`config.mk`:
```
export PLATFORM = sky130hd
export DESIGN_NAME = bmp_pixel_unpacker
export DESIGN_NICKNAME = d
export VERILOG_FILES = /design/src/rtl/bmppu_pkg.sv /design/src/rtl/bmppu_front.sv /design/src/rtl/bmppu_fifo.sv /design/src/rtl/bmppu_back.sv /design/src/rtl/bmp_pixel_unpacker.sv
export VERILOG_INCLUDE_DIRS = /design/src /design/src/rtl
export SDC_FILE = /design/constraint.sdc
export NUM_CORES = 1
export LEC_CHECK = 0
export ABC_AREA = 1
export CAP_MARGIN = 20
export CORE_MARGIN = 1.5
export CORE_UTILIZATION = 40
export DETAILED_ROUTE_END_ITERATION = 16
export DONT_BUFFER_PORTS = 1
export GPL_ROUTABILITY_DRIVEN = 1
export GPL_TIMING_DRIVEN = 0
export RECOVER_POWER = 25
export SLEW_MARGIN = 0
export SYNTH_ARGS = -nofsm -noshare
export SYNTH_HDL_FRONTEND = slang
export SYNTH_SLANG_ARGS = --single-unit
```
`constraint.sdc`:
```
create_clock -name clk_i -period 16.7 [get_ports clk_i]
set_input_delay 0.835 -clock clk_i [delete_from_list [all_inputs] [get_ports clk_i]]
set_output_delay 0.835 -clock clk_i [all_outputs]
set_load 0.1 [all_outputs]
```
`src/rtl/bmp_pixel_unpacker_assert.svh`:
```
// Assertion macros for the BMP pixel unpacker.
`ifndef BMP_PIXEL_UNPACKER_ASSERT_SVH
`define BMP_PIXEL_UNPACKER_ASSERT_SVH

`ifndef ASSERT_OFF

// Property that must hold at every clock edge outside reset.
`define BMPPU_ASSERT(name, prop) \
  name: assert property (@(posedge clk_i) disable iff (!rst_ni) (prop)) \
    else $error("bmp_pixel_unpacker: assertion failed");

// Implication that must hold at every clock edge outside reset.
`define BMPPU_ASSERT_IMP(name, ante, cons) \
  name: assert property (@(posedge clk_i) disable iff (!rst_ni) (ante) |-> (cons)) \
    else $error("bmp_pixel_unpacker: implication failed");

`else

`define BMPPU_ASSERT(name, prop)
`define BMPPU_ASSERT_IMP(name, ante, cons)

`endif

`endif

```
`src/rtl/bmppu_pkg.sv`:
```
// Shared types and constants of the BMP pixel unpacker.
`timescale 1ns / 1ps

package bmppu_pkg;

  localparam int unsigned MAX_WIDTH_DEF  = 4096;
  localparam int unsigned MAX_HEIGHT_DEF = 4096;

  localparam int unsigned DEST_W  = 26;
  localparam int unsigned DIM_W   = 13;
  localparam int unsigned CH_W    = 3;
  localparam int unsigned QDEPTH  = 2;

  // Header byte offsets.
  localparam int unsigned DS_OFF      = 10;
  localparam int unsigned WIDTH_OFF   = 18;
  localparam int unsigned HEIGHT_OFF  = 22;
  localparam int unsigned DEPTH_OFF   = 28;
  localparam int unsigned COMP_OFF    = 30;
  localparam int unsigned HDR_END_OFF = 33;
  localparam int unsigned PIX_MIN_OFF = 34;

  localparam int unsigned DEPTH_24 = 24;
  localparam int unsigned DEPTH_32 = 32;

  typedef enum logic [2:0] {
    KIND_HDR_OK     = 3'd0,
    KIND_PIXEL      = 3'd1,
    KIND_COMPRESSED = 3'd2,
    KIND_BAD_DEPTH  = 3'd3,
    KIND_TOO_LARGE  = 3'd4
  } kind_e;

  typedef struct packed {
    kind_e              kind;
    logic [DEST_W-1:0]  row_base;
    logic [DEST_W-1:0]  col;
    logic [1:0]         cp;
    logic [7:0]         value;
    logic [DIM_W-1:0]   width;
    logic [DIM_W-1:0]   height;
    logic [CH_W-1:0]    ch;
    logic               last;
  } entry_t;

endpackage

```
`src/rtl/bmppu_front.sv`:
```
// Front end: byte offset tracking, header capture and checks, pixel walk.
`timescale 1ns / 1ps

module bmppu_front #(
  parameter int unsigned MAX_WIDTH  = bmppu_pkg::MAX_WIDTH_DEF,
  parameter int unsigned MAX_HEIGHT = bmppu_pkg::MAX_HEIGHT_DEF
) (
  input  logic               clk_i,
  input  logic               rst_ni,
  input  logic               in_valid_i,
  output logic               in_stall_o,
  input  logic [7:0]         file_byte_i,
  input  logic               frame_start_i,
  output logic               push_o,
  output bmppu_pkg::entry_t  push_data_o,
  input  logic               q_full_i
);
  import bmppu_pkg::*;

  localparam int unsigned WW = $clog2(MAX_WIDTH + 1);
  localparam int unsigned HW = $clog2(MAX_HEIGHT + 1);
  localparam int unsigned RW = WW + 2;
  localparam int unsigned CW = RW + 1;
  localparam int unsigned PW = HW + RW;

  typedef enum logic [2:0] {
    PH_HEADER = 3'b001,
    PH_PIXEL  = 3'b010,
    PH_DONE   = 3'b100
  } phase_e;

  function automatic logic [31:0] put_byte(input logic [31:0] word, input logic [1:0] pos,
                                           input logic [7:0] b);
    logic [31:0] r;
    r = word;
    r[8*pos +: 8] = b;
    return r;
  endfunction

  logic              accept;
  logic [31:0]       off_q, off_d, off_eff, off_inc;
  phase_e            phase_q, phase_d, phase_eff;
  logic [31:0]       ds_q, width_q, height_q;
  logic [15:0]       depth_q;
  logic [23:0]       comp_q;
  logic [RW-1:0]     rw_q, rw_calc;
  logic [DEST_W-1:0] mul_q;
  logic [31:0]       start_q;
  logic [CW-1:0]     rp_q;
  logic [HW-1:0]     hlast_q;
  logic [HW-1:0]     row_q, row_d;
  logic [CW-1:0]     col_q, col_d, col_nx, rw_ext, rw_p3;
  logic [1:0]        cp_q, cp_d;
  logic [DEST_W-1:0] base_q, base_d;
  logic [31:0]       h_abs;
  logic [WW-1:0]     w_lo;
  logic [HW-1:0]     h_lo, hm1;
  logic [PW-1:0]     prod;
  logic              ch4, at_hdr_end, comp_nz, depth_ok, too_big, empty_img;
  logic              off_ok, pix_emit, pix_last;
  kind_e             hdr_kind;
  entry_t            entry;

  assign accept     = in_valid_i && !q_full_i;
  assign in_stall_o = q_full_i;

  // A frame start restarts the parse at this byte.
  assign off_eff   = frame_start_i ? '0 : off_q;
  assign phase_eff = frame_start_i ? PH_HEADER : phase_q;
  assign off_inc   = (off_eff == '1) ? off_eff : off_eff + 32'd1;

  assign h_abs   = height_q[31] ? (~height_q + 32'd1) : height_q;
  assign w_lo    = width_q[WW-1:0];
  assign h_lo    = h_abs[HW-1:0];
  assign hm1     = h_lo - HW'(1);
  assign ch4     = (depth_q == 16'(DEPTH_32));
  assign rw_calc = ch4 ? {w_lo, 2'b00} : ({1'b0, w_lo, 1'b0} + {2'b00, w_lo});
  assign prod    = PW'(hm1) * PW'(rw_q);
  assign rw_ext  = {1'b0, rw_q};
  assign rw_p3   = rw_ext + CW'(3);

  assign at_hdr_end = (phase_eff == PH_HEADER) && (off_eff == HDR_END_OFF);
  assign comp_nz    = ({file_byte_i, comp_q} != 32'd0);
  assign depth_ok   = (depth_q == 16'(DEPTH_24)) || (depth_q == 16'(DEPTH_32));
  assign too_big    = (width_q > 32'(MAX_WIDTH)) || (h_abs > 32'(MAX_HEIGHT));
  assign empty_img  = (width_q == 32'd0) || (h_abs == 32'd0);

  always_comb begin
    if (comp_nz)        hdr_kind = KIND_COMPRESSED;
    else if (!depth_ok) hdr_kind = KIND_BAD_DEPTH;
    else if (too_big)   hdr_kind = KIND_TOO_LARGE;
    else                hdr_kind = KIND_HDR_OK;
  end

  assign off_ok   = (off_eff >= start_q);
  assign pix_emit = off_ok && (col_q < rw_ext);
  assign pix_last = (row_q == hlast_q) && (col_q == rw_ext - CW'(1));
  assign col_nx   = col_q + CW'(1);

  always_comb begin
    off_d   = off_q;
    phase_d = phase_q;
    row_d   = row_q;
    col_d   = col_q;
    cp_d    = cp_q;
    base_d  = base_q;
    push_o  = 1'b0;
    entry   = '0;
    if (accept) begin
      off_d   = off_inc;
      phase_d = phase_eff;
      case (phase_eff)
        PH_HEADER: begin
          if (at_hdr_end) begin
            push_o     = 1'b1;
            entry.kind = hdr_kind;
            if (hdr_kind != KIND_HDR_OK) begin
              phase_d = PH_DONE;
            end else begin
              entry.width  = width_q[DIM_W-1:0];
              entry.height = h_abs[DIM_W-1:0];
              entry.ch     = ch4 ? CH_W'(4) : CH_W'(3);
              row_d = '0;
              col_d = '0;
              cp_d  = '0;
              base_d = height_q[31] ? '0 : mul_q;
              if (empty_img) begin
                base_d  = '0;
                phase_d = PH_DONE;
              end else begin
                phase_d = PH_PIXEL;
              end
            end
          end
        end
        PH_PIXEL: begin
          if (off_ok) begin
            if (pix_emit) begin
              push_o         = 1'b1;
              entry.kind     = KIND_PIXEL;
              entry.row_base = base_q;
              entry.col      = DEST_W'(col_q);
              entry.cp       = cp_q;
              entry.value    = file_byte_i;
              entry.width    = width_q[DIM_W-1:0];
              entry.height   = h_abs[DIM_W-1:0];
              entry.ch       = ch4 ? CH_W'(4) : CH_W'(3);
              entry.last     = pix_last;
              cp_d = (cp_q == (ch4 ? 2'd3 : 2'd2)) ? 2'd0 : cp_q + 2'd1;
            end
            col_d = col_nx;
            if (pix_emit && pix_last) begin
              phase_d = PH_DONE;
            end else if (col_nx >= rp_q) begin
              // Row done including padding: advance to the next raster row.
              col_d  = '0;
              cp_d   = '0;
              row_d  = row_q + HW'(1);
              base_d = height_q[31] ? base_q + DEST_W'(rw_q) : base_q - DEST_W'(rw_q);
            end
          end
        end
        PH_DONE: begin
        end
        default: begin
        end
      endcase
    end
  end

  assign push_data_o = entry;

  always_ff @(posedge clk_i or negedge rst_ni) begin
    if (!rst_ni) begin
      off_q   <= '0;
      phase_q <= PH_HEADER;
      row_q   <= '0;
      col_q   <= '0;
      cp_q    <= '0;
      base_q  <= '0;
    end else begin
      off_q   <= off_d;
      phase_q <= phase_d;
      row_q   <= row_d;
      col_q   <= col_d;
      cp_q    <= cp_d;
      base_q  <= base_d;
    end
  end

  // Header fields, and row geometry precomputed while the header streams in.
  always_ff @(posedge clk_i) begin
    if (accept && phase_eff == PH_HEADER) begin
      if (off_eff >= DS_OFF && off_eff <= DS_OFF + 3)
        ds_q <= put_byte(ds_q, 2'(off_eff - DS_OFF), file_byte_i);
      else if (off_eff >= WIDTH_OFF && off_eff <= WIDTH_OFF + 3)
        width_q <= put_byte(width_q, 2'(off_eff - WIDTH_OFF), file_byte_i);
      else if (off_eff >= HEIGHT_OFF && off_eff <= HEIGHT_OFF + 3)
        height_q <= put_byte(height_q, 2'(off_eff - HEIGHT_OFF), file_byte_i);
      else if (off_eff >= DEPTH_OFF && off_eff <= DEPTH_OFF + 1)
        depth_q <= 16'(put_byte({16'd0, depth_q}, 2'(off_eff - DEPTH_OFF), file_byte_i));
      else if (off_eff >= COMP_OFF && off_eff <= COMP_OFF + 2)
        comp_q <= 24'(put_byte({8'd0, comp_q}, 2'(off_eff - COMP_OFF), file_byte_i));
    end
    if (accept && at_hdr_end) begin
      start_q <= (ds_q < PIX_MIN_OFF) ? 32'(PIX_MIN_OFF) : ds_q;
      rp_q    <= {rw_p3[CW-1:2], 2'b00};
      hlast_q <= hm1;
    end
    rw_q  <= rw_calc;
    mul_q <= DEST_W'(prod);
  end

endmodule

```
`src/rtl/bmppu_fifo.sv`:
```
// Short queue between the parse front end and the output back end.
`timescale 1ns / 1ps

module bmppu_fifo (
  input  logic               clk_i,
  input  logic               rst_ni,
  input  logic               push_i,
  input  bmppu_pkg::entry_t  push_data_i,
  output logic               full_o,
  input  logic               pop_i,
  output logic               valid_o,
  output bmppu_pkg::entry_t  data_o
);
  import bmppu_pkg::*;

  localparam int unsigned PTR_W = (QDEPTH > 1) ? $clog2(QDEPTH) : 1;
  localparam int unsigned CNT_W = $clog2(QDEPTH + 1);

  entry_t             mem_q [QDEPTH];
  logic [PTR_W-1:0]   wr_q, wr_d, rd_q, rd_d;
  logic [CNT_W-1:0]   cnt_q, cnt_d;

  assign full_o  = (cnt_q == CNT_W'(QDEPTH));
  assign valid_o = (cnt_q != '0);
  assign data_o  = mem_q[rd_q];

  always_comb begin
    wr_d  = wr_q;
    rd_d  = rd_q;
    cnt_d = cnt_q;
    if (push_i) wr_d = (wr_q == PTR_W'(QDEPTH - 1)) ? '0 : wr_q + PTR_W'(1);
    if (pop_i)  rd_d = (rd_q == PTR_W'(QDEPTH - 1)) ? '0 : rd_q + PTR_W'(1);
    if (push_i && !pop_i)      cnt_d = cnt_q + CNT_W'(1);
    else if (!push_i && pop_i) cnt_d = cnt_q - CNT_W'(1);
  end

  always_ff @(posedge clk_i or negedge rst_ni) begin
    if (!rst_ni) begin
      wr_q  <= '0;
      rd_q  <= '0;
      cnt_q <= '0;
    end else begin
      wr_q  <= wr_d;
      rd_q  <= rd_d;
      cnt_q <= cnt_d;
    end
  end

  always_ff @(posedge clk_i) begin
    if (push_i) mem_q[wr_q] <= push_data_i;
  end

endmodule

```
`src/rtl/bmppu_back.sv`:
```
// Back end: raster index with channel swap, and the output register.
`timescale 1ns / 1ps

module bmppu_back (
  input  logic                               clk_i,
  input  logic                               rst_ni,
  input  logic                               q_valid_i,
  input  bmppu_pkg::entry_t                  q_data_i,
  output logic                               q_pop_o,
  output logic                               out_valid_o,
  input  logic                               out_stall_i,
  output logic [2:0]                         result_kind_o,
  output logic [bmppu_pkg::DEST_W-1:0]       dest_index_o,
  output logic [7:0]                         pixel_value_o,
  output logic [bmppu_pkg::DIM_W-1:0]        raster_width_o,
  output logic [bmppu_pkg::DIM_W-1:0]        raster_height_o,
  output logic [bmppu_pkg::CH_W-1:0]         channels_o,
  output logic                               last_pixel_o
);
  import bmppu_pkg::*;

  logic              take;
  logic              valid_q, valid_d;
  logic [DEST_W-1:0] adj, dest;
  kind_e             kind_q;
  logic [DEST_W-1:0] dest_q;
  logic [7:0]        value_q;
  logic [DIM_W-1:0]  width_q, height_q;
  logic [CH_W-1:0]   ch_q;
  logic              last_q;

  assign take    = q_valid_i && (!valid_q || !out_stall_i);
  assign q_pop_o = take;

  // Swap channels 0 and 2 within the pixel.
  always_comb begin
    case (q_data_i.cp)
      2'd0:    adj = DEST_W'(2);
      2'd2:    adj = '1 - DEST_W'(1);
      default: adj = '0;
    endcase
  end

  assign dest = (q_data_i.kind == KIND_PIXEL) ? q_data_i.row_base + q_data_i.col + adj : '0;

  always_comb begin
    valid_d = valid_q;
    if (take)              valid_d = 1'b1;
    else if (!out_stall_i) valid_d = 1'b0;
  end

  always_ff @(posedge clk_i or negedge rst_ni) begin
    if (!rst_ni) begin
      valid_q <= 1'b0;
    end else begin
      valid_q <= valid_d;
    end
  end

  always_ff @(posedge clk_i) begin
    if (take) begin
      kind_q   <= q_data_i.kind;
      dest_q   <= dest;
      value_q  <= q_data_i.value;
      width_q  <= q_data_i.width;
      height_q <= q_data_i.height;
      ch_q     <= q_data_i.ch;
      last_q   <= q_data_i.last;
    end
  end

  assign out_valid_o     = valid_q;
  assign result_kind_o   = kind_q;
  assign dest_index_o    = dest_q;
  assign pixel_value_o   = value_q;
  assign raster_width_o  = width_q;
  assign raster_height_o = height_q;
  assign channels_o      = ch_q;
  assign last_pixel_o    = last_q;

endmodule

```
`src/rtl/bmp_pixel_unpacker.sv`:
```
// Top level of the BMP pixel unpacker.
//
// Input channel (in_valid_i / in_stall_o): one byte of a BMP file per
// transaction, in file order; frame_start_i marks the first byte of a file.
// Output channel (out_valid_o / out_stall_i): one transaction per header
// verdict (ok with width, height and channel count, or an error code) and
// one per pixel byte, carrying its index in a top-down, unpadded RGB/RGBA
// raster with red and blue swapped. Padding and trailing bytes give nothing.
// Throughput: one byte per clock cycle while the queue is not full; the
// parse state (offset, row, column and channel counters) updates once per
// byte and the bottom-up row start is multiplied out while the header
// streams in. The edge that accepts a byte writes its result into the
// two-entry queue, and the output register loads it from there when it is
// empty or the receiver does not stall.
// Reset clears the offset, the parse phase, the counters and the queue.
// When the receiver stalls, the output holds and the queue fills; the input
// stalls only once the queue is full.
`timescale 1ns / 1ps

`include "bmp_pixel_unpacker_assert.svh"

module bmp_pixel_unpacker #(
  parameter int unsigned MAX_WIDTH  = bmppu_pkg::MAX_WIDTH_DEF,
  parameter int unsigned MAX_HEIGHT = bmppu_pkg::MAX_HEIGHT_DEF
) (
  input  logic                          clk_i,
  input  logic                          rst_ni,
  input  logic                          in_valid_i,
  output logic                          in_stall_o,
  input  logic [7:0]                    file_byte_i,
  input  logic                          frame_start_i,
  output logic                          out_valid_o,
  input  logic                          out_stall_i,
  output logic [2:0]                    result_kind_o,
  output logic [bmppu_pkg::DEST_W-1:0]  dest_index_o,
  output logic [7:0]                    pixel_value_o,
  output logic [bmppu_pkg::DIM_W-1:0]   raster_width_o,
  output logic [bmppu_pkg::DIM_W-1:0]   raster_height_o,
  output logic [bmppu_pkg::CH_W-1:0]    channels_o,
  output logic                          last_pixel_o
);
  import bmppu_pkg::*;

  logic   q_push, q_full, q_pop, q_valid;
  entry_t q_wdata, q_rdata;
  logic   out_is_err, err_fields_zero;

  bmppu_front #(
    .MAX_WIDTH  (MAX_WIDTH),
    .MAX_HEIGHT (MAX_HEIGHT)
  ) u_front (
    .clk_i         (clk_i),
    .rst_ni        (rst_ni),
    .in_valid_i    (in_valid_i),
    .in_stall_o    (in_stall_o),
    .file_byte_i   (file_byte_i),
    .frame_start_i (frame_start_i),
    .push_o        (q_push),
    .push_data_o   (q_wdata),
    .q_full_i      (q_full)
  );

  bmppu_fifo u_fifo (
    .clk_i       (clk_i),
    .rst_ni      (rst_ni),
    .push_i      (q_push),
    .push_data_i (q_wdata),
    .full_o      (q_full),
    .pop_i       (q_pop),
    .valid_o     (q_valid),
    .data_o      (q_rdata)
  );

  bmppu_back u_back (
    .clk_i           (clk_i),
    .rst_ni          (rst_ni),
    .q_valid_i       (q_valid),
    .q_data_i        (q_rdata),
    .q_pop_o         (q_pop),
    .out_valid_o     (out_valid_o),
    .out_stall_i     (out_stall_i),
    .result_kind_o   (result_kind_o),
    .dest_index_o    (dest_index_o),
    .pixel_value_o   (pixel_value_o),
    .raster_width_o  (raster_width_o),
    .raster_height_o (raster_height_o),
    .channels_o      (channels_o),
    .last_pixel_o    (last_pixel_o)
  );

  assign out_is_err = out_valid_o && (result_kind_o == KIND_COMPRESSED ||
                                      result_kind_o == KIND_BAD_DEPTH ||
                                      result_kind_o == KIND_TOO_LARGE);
  assign err_fields_zero = (dest_index_o == '0) && (raster_width_o == '0) &&
                           (raster_height_o == '0) && (channels_o == '0);

  `BMPPU_ASSERT(a_queue_no_overflow, !(q_push && q_full))
  `BMPPU_ASSERT_IMP(a_last_only_on_pixel, out_valid_o && last_pixel_o, result_kind_o == KIND_PIXEL)
  `BMPPU_ASSERT_IMP(a_error_fields_zero, out_is_err, err_fields_zero)

endmodule

```
# Word-level counts from Yosys, hierarchy flattened
# Memory sizes are Yosys's and may differ from the RTL's.
# Index checks and enable logic that the tools add are counted.
dict set report totals {
  register_bits 400
  ramBits 190
  output_inout_bits 69
  memories 1
}
# memory words word_bits read_ports rd_ports_with_merged_regs write_ports line_no
set memory_table {}
lappend memory_table {u_fifo.mem_q 2 95 1 0 1 bmppu_fifo.sv:19} ;# entry_t mem_q [QDEPTH];
dict set report classes {
  n_addsub 27
  multipliers 1
  n_lt_le_gt_ge 16
  n_eq_ne 18
  n_shift 10
  muxes 74
  n_bitwise 5
  n_reduce_logical 39
}
# cell n
set ops {}
lappend ops {{two-way mux 26 bit} 8}
lappend ops {{two-way mux 95 bit} 2}
lappend ops {{negator 5 -> 34 bit} 5}
lappend ops {{variable shift 8 x 34 -> 32 bit (first input constant)} 5}
lappend ops {{indexed part select 8 x 34 -> 32 bit} 5}
lappend ops {{bitwise mux 32 bit} 5}
lappend ops {{>= comparator 32 x 5 -> 1 bit (second input constant)} 4}
lappend ops {{case mux 26 bit (2 select lines)} 2}
lappend ops {{<= comparator 32 x 5 -> 1 bit (second input constant)} 3}
lappend ops {{two-way mux 32 bit} 3}
lappend ops {{two-way mux 93 bit} 1}
lappend ops {{two-way mux 16 bit} 5}
lappend ops {{two-way mux 13 bit} 5}
lappend ops {{adder 32 x 1 -> 32 bit (second input constant)} 2}
lappend ops {{greater-than comparator 32 x 13 -> 1 bit (second input constant)} 2}
lappend ops {{logical NOT 32 bit} 2}
lappend ops {{two-way mux 62 bit} 1}
lappend ops {{two-way mux 29 bit} 2}
lappend ops {{case mux 29 bit (2 select lines)} 1}
lappend ops {{adder 26 bit} 2}
lappend ops {{two-way mux 3 bit} 11}
lappend ops {{equality test 32 bit (second input constant)} 1}
lappend ops {{equality test 32 x 6 -> 1 bit (second input constant)} 1}
lappend ops {{>= comparator 32 bit} 1}
lappend ops {{52 further kinds} 111}

# Longest topological paths before layout
dict set report logic_depth {
  depth_word 13
  mapped_depth 39
  depth_no_buf 36
}

# Hierarchy
# A second synthesis with hierarchy kept.
dict set report hier_totals {
  hier_cells 4319
  hier_area_um2 38547.0
}
# mod instances cells_per_inst area_per_inst_um2
set by_module_without_submodules {}
lappend by_module_without_submodules {bmppu_front 1 3464 26631.8}
lappend by_module_without_submodules {bmppu_fifo 1 321 7263.2}
lappend by_module_without_submodules {bmppu_back 1 534 4652.0}

# Least setup slack after synthesis
# No wires, ideal clock.
dict set report synth_timing {
  path_kind {input port to flip-flop}
  startpoint {input frame_start_i}
  endpoint {memory u_fifo.mem_q[0][0] in the netlist's numbering (enable)}
  arrival_ps 6314
  required_time_ps 16172
  setup_slack_ps 9858
  cell_stages 17
  n_path_buf 1
  path_cell_list {inv_2 buf_2 nand2_1 inv_1 ha_1 nand2_1 nor2_1 nand2_1 nor4_1 nand4_1 nand3_1 nand2_1 clkinv_1 nand3_1 nand2_1 inv_1 nor2_1}
}
dict set report synth_between {
  elab_chain_len 9
  elab_cells_between_ends 15
  cone_classes {1 x order compare; 3 x eq/ne; 9 x mux; 2 x reduce/logical}
}
# item line_no
set synth_lines {}
lappend synth_lines {{start: declaration} bmp_pixel_unpacker.sv:31} ;# input logic frame_start_i,
lappend synth_lines {{two-way mux 32 bit} bmppu_front.sv:68} ;# assign off_eff = frame_start_i ? '0 : off_q;
lappend synth_lines {{>= comparator 32 bit} bmppu_front.sv:95} ;# assign off_ok = (off_eff >= start_q);
lappend synth_lines {{logical AND 1 bit} bmppu_front.sv:96} ;# assign pix_emit = off_ok && (col_q < rw_ext);
lappend synth_lines {{two-way mux 1 bit} bmppu_front.sv:138} ;# if (pix_emit) begin
lappend synth_lines {{two-way mux 1 bit} bmppu_front.sv:137} ;# if (off_ok) begin
lappend synth_lines {{case mux 1 bit (2 select lines) *} bmppu_front.sv:112} ;# case (phase_eff)
lappend synth_lines {{two-way mux 1 bit *} bmppu_front.sv:109} ;# if (accept) begin
lappend synth_lines {{net q_push} bmp_pixel_unpacker.sv:44} ;# logic q_push, q_full, q_pop, q_valid;
lappend synth_lines {{two-way mux 1 bit *} bmppu_fifo.sv:50} ;# if (push_i) mem_q[wr_q] <= push_data_i;
lappend synth_lines {{two-way mux 1 bit (not written as such) *} bmppu_fifo.sv:50}
lappend synth_lines {{end: declaration} bmppu_fifo.sv:19}
# The timed path passes the listed nets; every way through them passes the cells marked *.

# Worst setup path in the final report
dict set report layout_timing {
  startpoint {register u_front.height_q[0]}
  endpoint {register u_front.mul_q[24]}
}
dict set report layout_between {
  elab_chain_len 5
}
# item line_no
set layout_lines {}
lappend layout_lines {{start: declaration} bmppu_front.sv:43} ;# logic [31:0] ds_q, width_q, height_q;
lappend layout_lines {{start signal: assignment} bmppu_front.sv:199} ;# height_q <= put_byte(height_q, 2'(off_eff - HEIGHT_OFF), file_byte_i);
lappend layout_lines {{inverter 32 bit} bmppu_front.sv:72} ;# assign h_abs = height_q[31] ? (~height_q + 32'd1) : height_q;
lappend layout_lines {{adder 32 x 1 -> 32 bit} bmppu_front.sv:72}
lappend layout_lines {{two-way mux 32 bit *} bmppu_front.sv:72}
lappend layout_lines {{subtractor 13 x 1 -> 13 bit *} bmppu_front.sv:75} ;# assign hm1 = h_lo - HW'(1);
lappend layout_lines {{net u_front.hm1[0]} bmppu_front.sv:57} ;# logic [HW-1:0] h_lo, hm1;
lappend layout_lines {{multiplier 13 x 15 -> 26 bit *} bmppu_front.sv:78} ;# assign prod = PW'(hm1) * PW'(rw_q);
lappend layout_lines {{net u_front.prod[24]} bmppu_front.sv:58} ;# logic [PW-1:0] prod;
lappend layout_lines {{end signal: assignment} bmppu_front.sv:211} ;# mul_q <= DEST_W'(prod);
lappend layout_lines {{end: declaration} bmppu_front.sv:47} ;# logic [DEST_W-1:0] mul_q;
# Marked as above.
# A chain may end at the register's enable or synchronous reset.

==> results.toml <==
[run_status]
status = "complete, but fails checks"
violations = "capacitance limit, slew limit"

[placement]
place_ws_ns = 8.76
numPlacedInstances = 5471
hpwlAfterDp_microns = 78800
io_buffers = 0
dpl_cell_area_sq_mm = 0.0385
place.gp.congestion = 0.963

[logic_synthesis]
synth_edf_count = 429
yosys_warnings = 0
synth_top_area_share = 0.349
syn-cell-area_sq_mm = 0.0369
synth_area_leaders = "edfxtp_1, nand2_1, fa_1"
synth_ff_type = "edfxtp_1"
seq_area_frac_synth = 0.437
synth_top_area_cell = "edfxtp_1"
yosys_register_bits = 567
synth.distinct_cells = 62
syn_avg_cell_area_sq_um = 8.62
syn_inst = 4277
ys_async_sr_fraction = 0.171

[pwr]
power_density_mw_per_mm2 = 109
switchingPower_mw = 1.79
p_int_mw = 2.62
p_comb_frac = 0.159
power.share.sequential = 0.538
pwr-share-clk = 0.303
p_leak_nw = 18.4
swShare = 0.406
peakVddDrop_mv = 0.0798

[clock_tree]
clock_latency_ns = 0.65
cts_tree = "done"
htree_num_levels = 2
cts-root-buf = "clkbuf_16"
numCtsBuffers = 58
clockBufferDepth = 3
clkSlewWorstSetupHoldPaths_ns = 0.07
clkSinkCount = 567
ctsResizeCount = 0

[floorplan]
core_area_sq_mm = 0.0915
die_area_sq_mm = 0.0940
die_y_microns = 307
rows = 111
pin_count = 82
initial_utilization = 0.403
die-width_microns = 307

[layout]
mostFrequentLayoutCells = "nand2_1, inv_1, nor2_1, edfxtp_1, ha_1"
drive_above_1_share = 0.0475
finalNonFillerCells = 5583
final_common_cell = "nand2_1"
layout.nets = 4736
post-route-util = 0.442
areaGrowthSynthToFinish_pct = 9.74
num_antenna_cells = 0
final_area_sq_mm = 0.0405

[worst_setup_path]
start_kind = "flop"
crit_path_max_fanout = 10
critPathMaxStageDelay_ns = 0.87
crit_arrival_ns = 9.20
required_ns = 17.25
path_common_cell = "fa_1"
cpMaxStageDelayCell = "o21ai_0"
endpoint_kind = "flop"
worstSetupPathType = "reg -> reg"

[sta]
fin_worst_skew_ns = 0.0209
setup_viol_count_final = 0
finalCritPeriodShare = 0.518
slew_violations = 142
grt_setup_unrepaired = "false"
tns_ns = 0
hold_viol = 0
fin_ws_ns = 8.05
maxSlewHeadroom = -3.01
max_freq_mhz = 116
layout_min_cycle_time_ns = 8.65
worstMarginPinSlew_ns = 6.02

[detailed_routing]
via_count = 28600
wl_per_cell_microns = 18.1
detail-route-antenna-nets = 0
avgViaCountPerCell = 5.12
drc = 0
first_pass_iters = 6
drt_iter0_drc = 2579
wl_microns = 101000

[global_route]
grt_pass1_wl_microns = 158000
grt_antenna_before_repair = 1
grt_max_degree = 97
grt_usage = 0.217
grt_pass1_vias = 27600
overflow = 0

[min_path]
hp-class = "in -> async"

[flow_run]
drv_cap = 2
[through the flow]
| stage | hold slack (ns) | power, mW |
|---|---|---|
| CTS | 0.00585 | 4.43 |
| global route | 0.0130 | 4.58 |
| finish | 0.0377 | 4.40 |
| global placement | 0.463 | 3.08 |
| detailed placement | 0.471 | 3.09 |
| floorplan | 0.449 | 2.85 |
[kinds of logic after synthesis]
logic type / after synthesis / synth area share
simple gates: 2036 / 0.231
buf+inv: 767 / 0.0803
flops: 567 / 0.437
compound gates: 411 / 0.0618
fa+ha+maj: 376 / 0.160
xor+xnor: 118 / 0.0284
other cells: 1 / 0.000102
mux: 1 / 0.000271
[what timing repair did]
item,in CTS,in global routing
setup buffers,0,0
hold buffers,1,0
hold endpoints to repair,96,0
[final timing paths]
path | start | endpoint | slack, ns | depth (start not counted)
worst max-delay path | u_front.height_q[0] | u_front.mul_q[24] | 8.05 | 30
worst min-delay path | rst_ni | u_front.phase_q[0] | 0.04 | 0
worst max register to register | u_front.height_q[0] | u_front.mul_q[24] | 8.05 | 30
worst min register to register | u_front.off_q[31] | u_front.off_q[31] | 0.49 | 2
max in group asynchronous | rst_ni | u_front.base_q[13] | 10.87 | 1
min in group clk_i | out_stall_i | u_back.out_valid_o | 0.35 | 2
[registers in the layout, indices dropped and copies added, names as in the netlist, 2 cells and up]
register	cells
u_front.ds_q	32
u_front.row_q	13
u_front.rp_q	14
u_front.off_q	32
u_front.hlast_q	13
u_back.pixel_value_o	8
u_front.depth_q	16
u_back.raster_height_o	13
u_front.phase_q	3
u_back.raster_width_o	13
u_front.width_q	32
u_front.start_q	32
u_fifo.mem_q	168
u_back.channels_o	2
u_back.dest_index_o	26
u_front.mul_q	26
u_fifo.cnt_q	2
u_front.rw_q	15
u_front.comp_q	24
u_front.col_q	16
u_front.height_q	32
u_front.base_q	26
u_front.cp_q	2
u_back.result_kind_o	3
[area by class of cell]
| class | count | area, sq um |
|---|---|---|
| fill | 8924 | 51100 |
| buffer | 132 | 568 |
| inverter | 635 | 2390 |
| clock inverter | 39 | 427 |
| timing repair buffer | 9 | 139 |
| multi-input combinational | 2944 | 17800 |
| clock buffer | 71 | 1530 |
| sequential | 567 | 16100 |
| tap | 1186 | 1480 |
[power groups by stage]
stage | Sequential, mW | Clock, mW | Combinational (mW)
2_1_floorplan | 2.36 | 0 | 0.492
3_3_place_gp | 2.40 | 0 | 0.683
3_5_place_dp | 2.39 | 0 | 0.699
4_1_cts | 2.37 | 1.36 | 0.711
5_1_grt | 2.38 | 1.41 | 0.791
6_report | 2.37 | 1.33 | 0.702
[synth_stat cells, drive strengths merged, types with 68 or more instances]
cell	instances
nand2	1107
a21oi	174
nor2	527
o21ai	161
xor2	84
clkbuf	91
nor3	74
nand4	68
edfxtp	429
nand3	182
inv	621
dfrtp	96
ha	216
fa	160
[layer usage]
| metal | track usage | wire length [microns] | vias up |
|---|---|---|---|
| met1 | 0.308 | 46700 | 13600 |
| met4 | 0.0698 | 3160 | 0 |
| met3 | 0.0309 | 6630 | 165 |
| met2 | 0.342 | 44600 | 870 |
| li1 | - | - | 14000 |
| met5 | 0 | 0 | - |
[critical path, delay by kind of cell, from the launching register on]
family	cells	cell delay, ns
simple gates	11	1.72
xor+xnor	1	0.26
flops	1	0.33
fa+ha+maj	7	3.31
compound gates	5	1.66
buf+inv	6	1.26
No activity file was read; power rests on OpenSTA's default activity.
